[config.mk]
export PLATFORM = sky130hd
export DESIGN_NAME = pftab_ram
export DESIGN_NICKNAME = d
export VERILOG_FILES = /design/src/sv/pftab_ram.sv
export SDC_FILE = /design/constraint.sdc
export NUM_CORES = 1
export LEC_CHECK = 0
export ABC_AREA = 0
export BUFFER_PORTS_ARGS = -buffer_cell sky130_fd_sc_hd__buf_2
export CORE_UTILIZATION = 50
export CTS_BUF_LIST = sky130_fd_sc_hd__clkbuf_8 sky130_fd_sc_hd__clkbuf_16
export CTS_CLUSTER_SIZE = 28
export DETAILED_ROUTE_END_ITERATION = 10
export GPL_ROUTABILITY_DRIVEN = 0
export HOLD_SLACK_MARGIN = 0.1
export PLACE_DENSITY = 0.68
export SLEW_MARGIN = 20
export SYNTH_ARGS = -nofsm -noshare
export SYNTH_HDL_FRONTEND = slang
export SYNTH_SLANG_ARGS = --single-unit
[constraint.sdc]
create_clock -name clk -period 1.83 [get_ports clk]
set_clock_uncertainty 0.05 [all_clocks]
set_input_delay 0.183 -clock clk [delete_from_list [all_inputs] [get_ports clk]]
set_output_delay 0.183 -clock clk [all_outputs]
set_load 0.01 [all_outputs]
[src/sv/pftab_ram.sv]
// ----------------------------------------------------------------------------
// pftab_ram
// generic single write, single read ram with registered read data
// ----------------------------------------------------------------------------
module pftab_ram #(
  parameter int WIDTH = 8,
  parameter int DEPTH = 16
) (
  input  logic                     clk,
  input  logic                     we,
  input  logic [$clog2(DEPTH)-1:0] waddr,
  input  logic [WIDTH-1:0]         wdata,
  input  logic [$clog2(DEPTH)-1:0] raddr,
  output logic [WIDTH-1:0]         rdata
);

  logic [WIDTH-1:0] mem [DEPTH];

  always_ff @(posedge clk) begin
    if (we) begin
      mem[waddr] <= wdata;
    end
    rdata <= mem[raddr];
  end

endmodule

Word level (Yosys, flattened, before mapping) --
Memories as Yosys holds them, arrays and structs flattened. A register that Yosys moved wholly into a read port is not among the register bits. Cells that the tools add are included.
Cells by class: shift-type cells 0, divide/modulo/power cells 0, eq/ne operators 0, bitwise logic cells 0, magnitude comparators 0, mux-type cells 2, reduce and logical (&&, ||, !) cells 0, add/sub/neg operators 0, $mul 0
Operators by type and width (count):
- 1-bit 2-to-1 mux | 2
Word-level totals: latch bits 0, word-level logic and storage cells 3, memory bits (read-only) 0, memories kept 1, bits of input ports 18, bits in registers 0, bits in writable memories 128
Memory list:
- mem | words 16, width 8, rd ports 1, clocked after memory_dff 1, write ports 1, line 17 | logic [WIDTH-1:0] mem [DEPTH];

Depth between registers and ports, before layout --
depth after elaboration 2, mapped depth 5, depth with buffers taken out 3

Worst setup path after synthesis --
Ideal clock, no wire load.
kind input-to-reg, start point input waddr[2], end point memory mem[0][0], enable pin, cell stages on the path 2, arrival time 1293 ps, setup slack 104 ps, data required time 1397 ps, cell sequence or3b_2 -> nor3_1
RTL lines:
- start, declared | line 11 | input logic [$clog2(DEPTH)-1:0] waddr,
- end, declared | line 17
No word-level cell before the write port.

==> flow_metrics.env <==
export IMPL_cts_tree="yes"
export IMPL_hp_class="input pin to flop"
export IMPL_hold_violations=0
export IMPL_cp_startpoint="mem[1][3]"
export IMPL_finalSetupTns_ns=0
export IMPL_nNetsFinal=310
export IMPL_grt_max_degree=33
export IMPL_p_int_mw=5.57
export IMPL_endpoint_kind="flop"
export IMPL_port_buffers=25
export IMPL_synthCells=229
export IMPL_wirelength_mm=9.40
export IMPL_fill_cells=684
export IMPL_drc=0
export IMPL_drive_gt1_share_pct=30.8
export IMPL_r2r_slack_ns=0.38
export IMPL_crit_fanout=1
export IMPL_synth_seq_cells=136
export IMPL_netlist_top_cells_area="edfxtp_1, mux4_2, mux4_1"
export IMPL_cp_slowest_cell="mux4_1"
export IMPL_synthesis_area_um2=5150
export IMPL_rows=36
export IMPL_holdBufCountCts=8
export IMPL_yosys_area_top_type="edfxtp_1"
export IMPL_first_global_vias=2560
export IMPL_r2r_start="mem[1][3]"
export IMPL_p_clk_share_pct=45.3
export IMPL_num_vias=2481
export IMPL_clk_insertion_delay_late_ns=0.51
export IMPL_path_cells="mux4_1 > a22oi_1 > nand2_1"
export IMPL_rsz0062_at_grt="no"
export IMPL_drv_slew=0
export IMPL_avgSynthCellArea_um2=22.5
export IMPL_fp_dieW_um=103
export IMPL_critPathLaunchType="flop"
export IMPL_synth_seq_area_share_pct=77.8
export IMPL_drtAntennaViolNets=0
export IMPL_cp_top_family="multiplexers"
export IMPL_dp_cells=398
export IMPL_num_io_pins=26
export IMPL_viasPerCell=5.66
export IMPL_yosys_area_top_type_share_pct=74.7
export IMPL_leakage_nw=2.11
export IMPL_endpoint="rdata[3]"
export IMPL_layout_min_cycle_time_ns=1.45
export IMPL_fin_cells=438
export IMPL_critPathKind="flop to flop"
export IMPL_swShare_pct=20.7
export IMPL_syn_num_nets=247
export IMPL_slew_headroom_pct=74.5
export IMPL_crit_required_ns=2.17
export IMPL_place_ws_ns=0.111
export IMPL_r2r_end="rdata[3]"
export IMPL_finalCoreUtilization_pct=62.7
export IMPL_area_delta_synth_final_pct=20.1
export IMPL_cts_clk_slew_worst_paths_ns=0.06
export IMPL_antenna_found_initial=0
export IMPL_grt_pass1_wl_mm=14.4
export IMPL_peakVddDrop_v=0.000639
export IMPL_grt_usage_pct=19.9
export IMPL_p_seq_share_pct=49.9
export IMPL_cp_depth=3
export IMPL_cts_htree_levels=4
export IMPL_cp_arrival_ns=1.79
export IMPL_clockBufferDepth=2
export IMPL_worst_pin_slew_ns=0.382
export IMPL_clock_sinks=136
export IMPL_gr_total_overflow=0
export IMPL_numCtsBuffers=17
export IMPL_synth_distinct_cells=19
export IMPL_post_drt_wl_per_cell_um=21.5
export IMPL_initial_core_util_pct=52.2
export IMPL_dp_hpwl_mm=5.97
export IMPL_dieArea_um2=10700
export IMPL_power_frac_comb_pct=4.8
export IMPL_r2r_cells=3
export IMPL_power_density_nw_per_um2=1140
export IMPL_status="finished, final reports clean"
export IMPL_drv_cap=0
export IMPL_drt_iter0_drc=172
export IMPL_path_buf_inv=0
export IMPL_fin_crit_sh_pct=79.3
export IMPL_critPathMaxStageDelay_ns=0.57
export IMPL_switchingPower_mw=1.46
export IMPL_max_freq_mhz=689
export IMPL_dieHeight_um=103
export IMPL_setup_violations=0
export IMPL_diodes=0
export IMPL_ctsResizeCount=0
export IMPL_layout_setup_ws_ns=0.379
export IMPL_yosysWarnings=0
export IMPL_fp_coreArea_um2=9860
export IMPL_cts_setup_buffers=0
export IMPL_cts_root_buf="clkbuf_8"
export IMPL_drtPass1Iterations=5
[through the flow]
stage | cell area, um^2 | total power [mW] | hold slack [ns]
global route | 6180 | 7.24 | 0.198
floorplan | 5150 | 3.75 | 0.232
CTS | 6180 | 7.09 | 0.163
detailed placement | 5540 | 3.90 | 0.526
global placement | 5540 | 3.89 | 0.524
finish | 6180 | 7.03 | 0.185
[flip-flops by register name, summed over array words and instances, names as in the netlist]
signal and cells:
mem 128, rdata 8
[cell usage in the layout, fill, tap and decap left out]
cell / instances
edfxtp_1: 128
buf_2: 25
buf_4: 19
mux4_2: 18
a22oi_1: 16
clkbuf_16: 16
mux4_1: 14
nor2_1: 13
nand2_1: 9
dlygate4sd3_1: 8
dfxtp_1: 8
clkinvlp_4: 5
nor3_1: 4
inv_6: 4
nand3b_1: 2
nand2b_1: 2
bufinv_16: 2
clkinv_1: 2
buf_12: 2
nor2b_1: 1
and2_1: 1
and2b_1: 1
nand3_1: 1
or3b_2: 1
clkbuf_8: 1
inv_1: 1
clkinv_4: 1
[worst min path at each step]
stage,cells past startpoint,from,endpoint
2_1_floorplan,0,wdata[0],mem[0][0]
3_3_place_gp,1,wdata[0],mem[6][0]
3_5_place_dp,1,wdata[3],mem[15][3]
4_1_cts,3,waddr[0],mem[0][1]
5_1_grt,3,waddr[0],mem[0][5]
6_report,3,waddr[0],mem[0][1]
[worst min-delay path, delay by kind of cell]
kind | cells | cell delay, ns
buffers and inverters | 2 | 0.32
AND/OR/NAND/NOR | 1 | 0.06
[logic make-up (layout without fill, tap and decap cells)]
kind of cell	Yosys count	after routing	synth area share [%]
flip-flops	136	136	77.8
multiplexers	32	32	15.0
AND/OR/NAND/NOR	35	35	3.18
AO/OA/AOI/OAI	16	16	2.33
buffers and inverters	10	86	1.68
[cell type report]
type | count | area [um^2] | share of cell area [%]
clock inverter | 15 | 153 | 2.47
multi-input combinational | 83 | 1060 | 17.1
clock buffer | 17 | 414 | 6.70
timing repair buffer | 54 | 388 | 6.27
sequential | 136 | 4000 | 64.8
tap | 133 | 166 | 2.69
[per-layer routing]
metal / routed length [um] / vias to the layer above / GRT usage [%]
li1: - / 1100 / -
met3: 670 / 8 / 5.17
met4: 101 / 0 / 6.93
met2: 4850 / 112 / 31.9
met1: 3780 / 1261 / 26.8
met5: 0 / - / 0
[power groups by stage]
stage	clock, mW	sequential [mW]	combinational [mW]
finish	3.19	3.51	0.338
global route	3.36	3.51	0.369
CTS	3.24	3.51	0.345
detailed placement	0	3.57	0.328
global placement	0	3.57	0.322
floorplan	0	3.57	0.177
[cell usage after synthesis]
master / number
buf_6: 3
nand2b_1: 2
clkdlybuf4s25_2: 3
buf_4: 1
mux4_2: 18
nor3_1: 4
nand2_1: 9
nand3_1: 1
mux4_1: 14
and2_1: 1
nor2b_1: 1
nor2_1: 13
dfxtp_1: 8
nand3b_1: 2
and2b_1: 1
buf_2: 3
or3b_2: 1
a22oi_1: 16
edfxtp_1: 128
(Power assumes the default switching activity.)
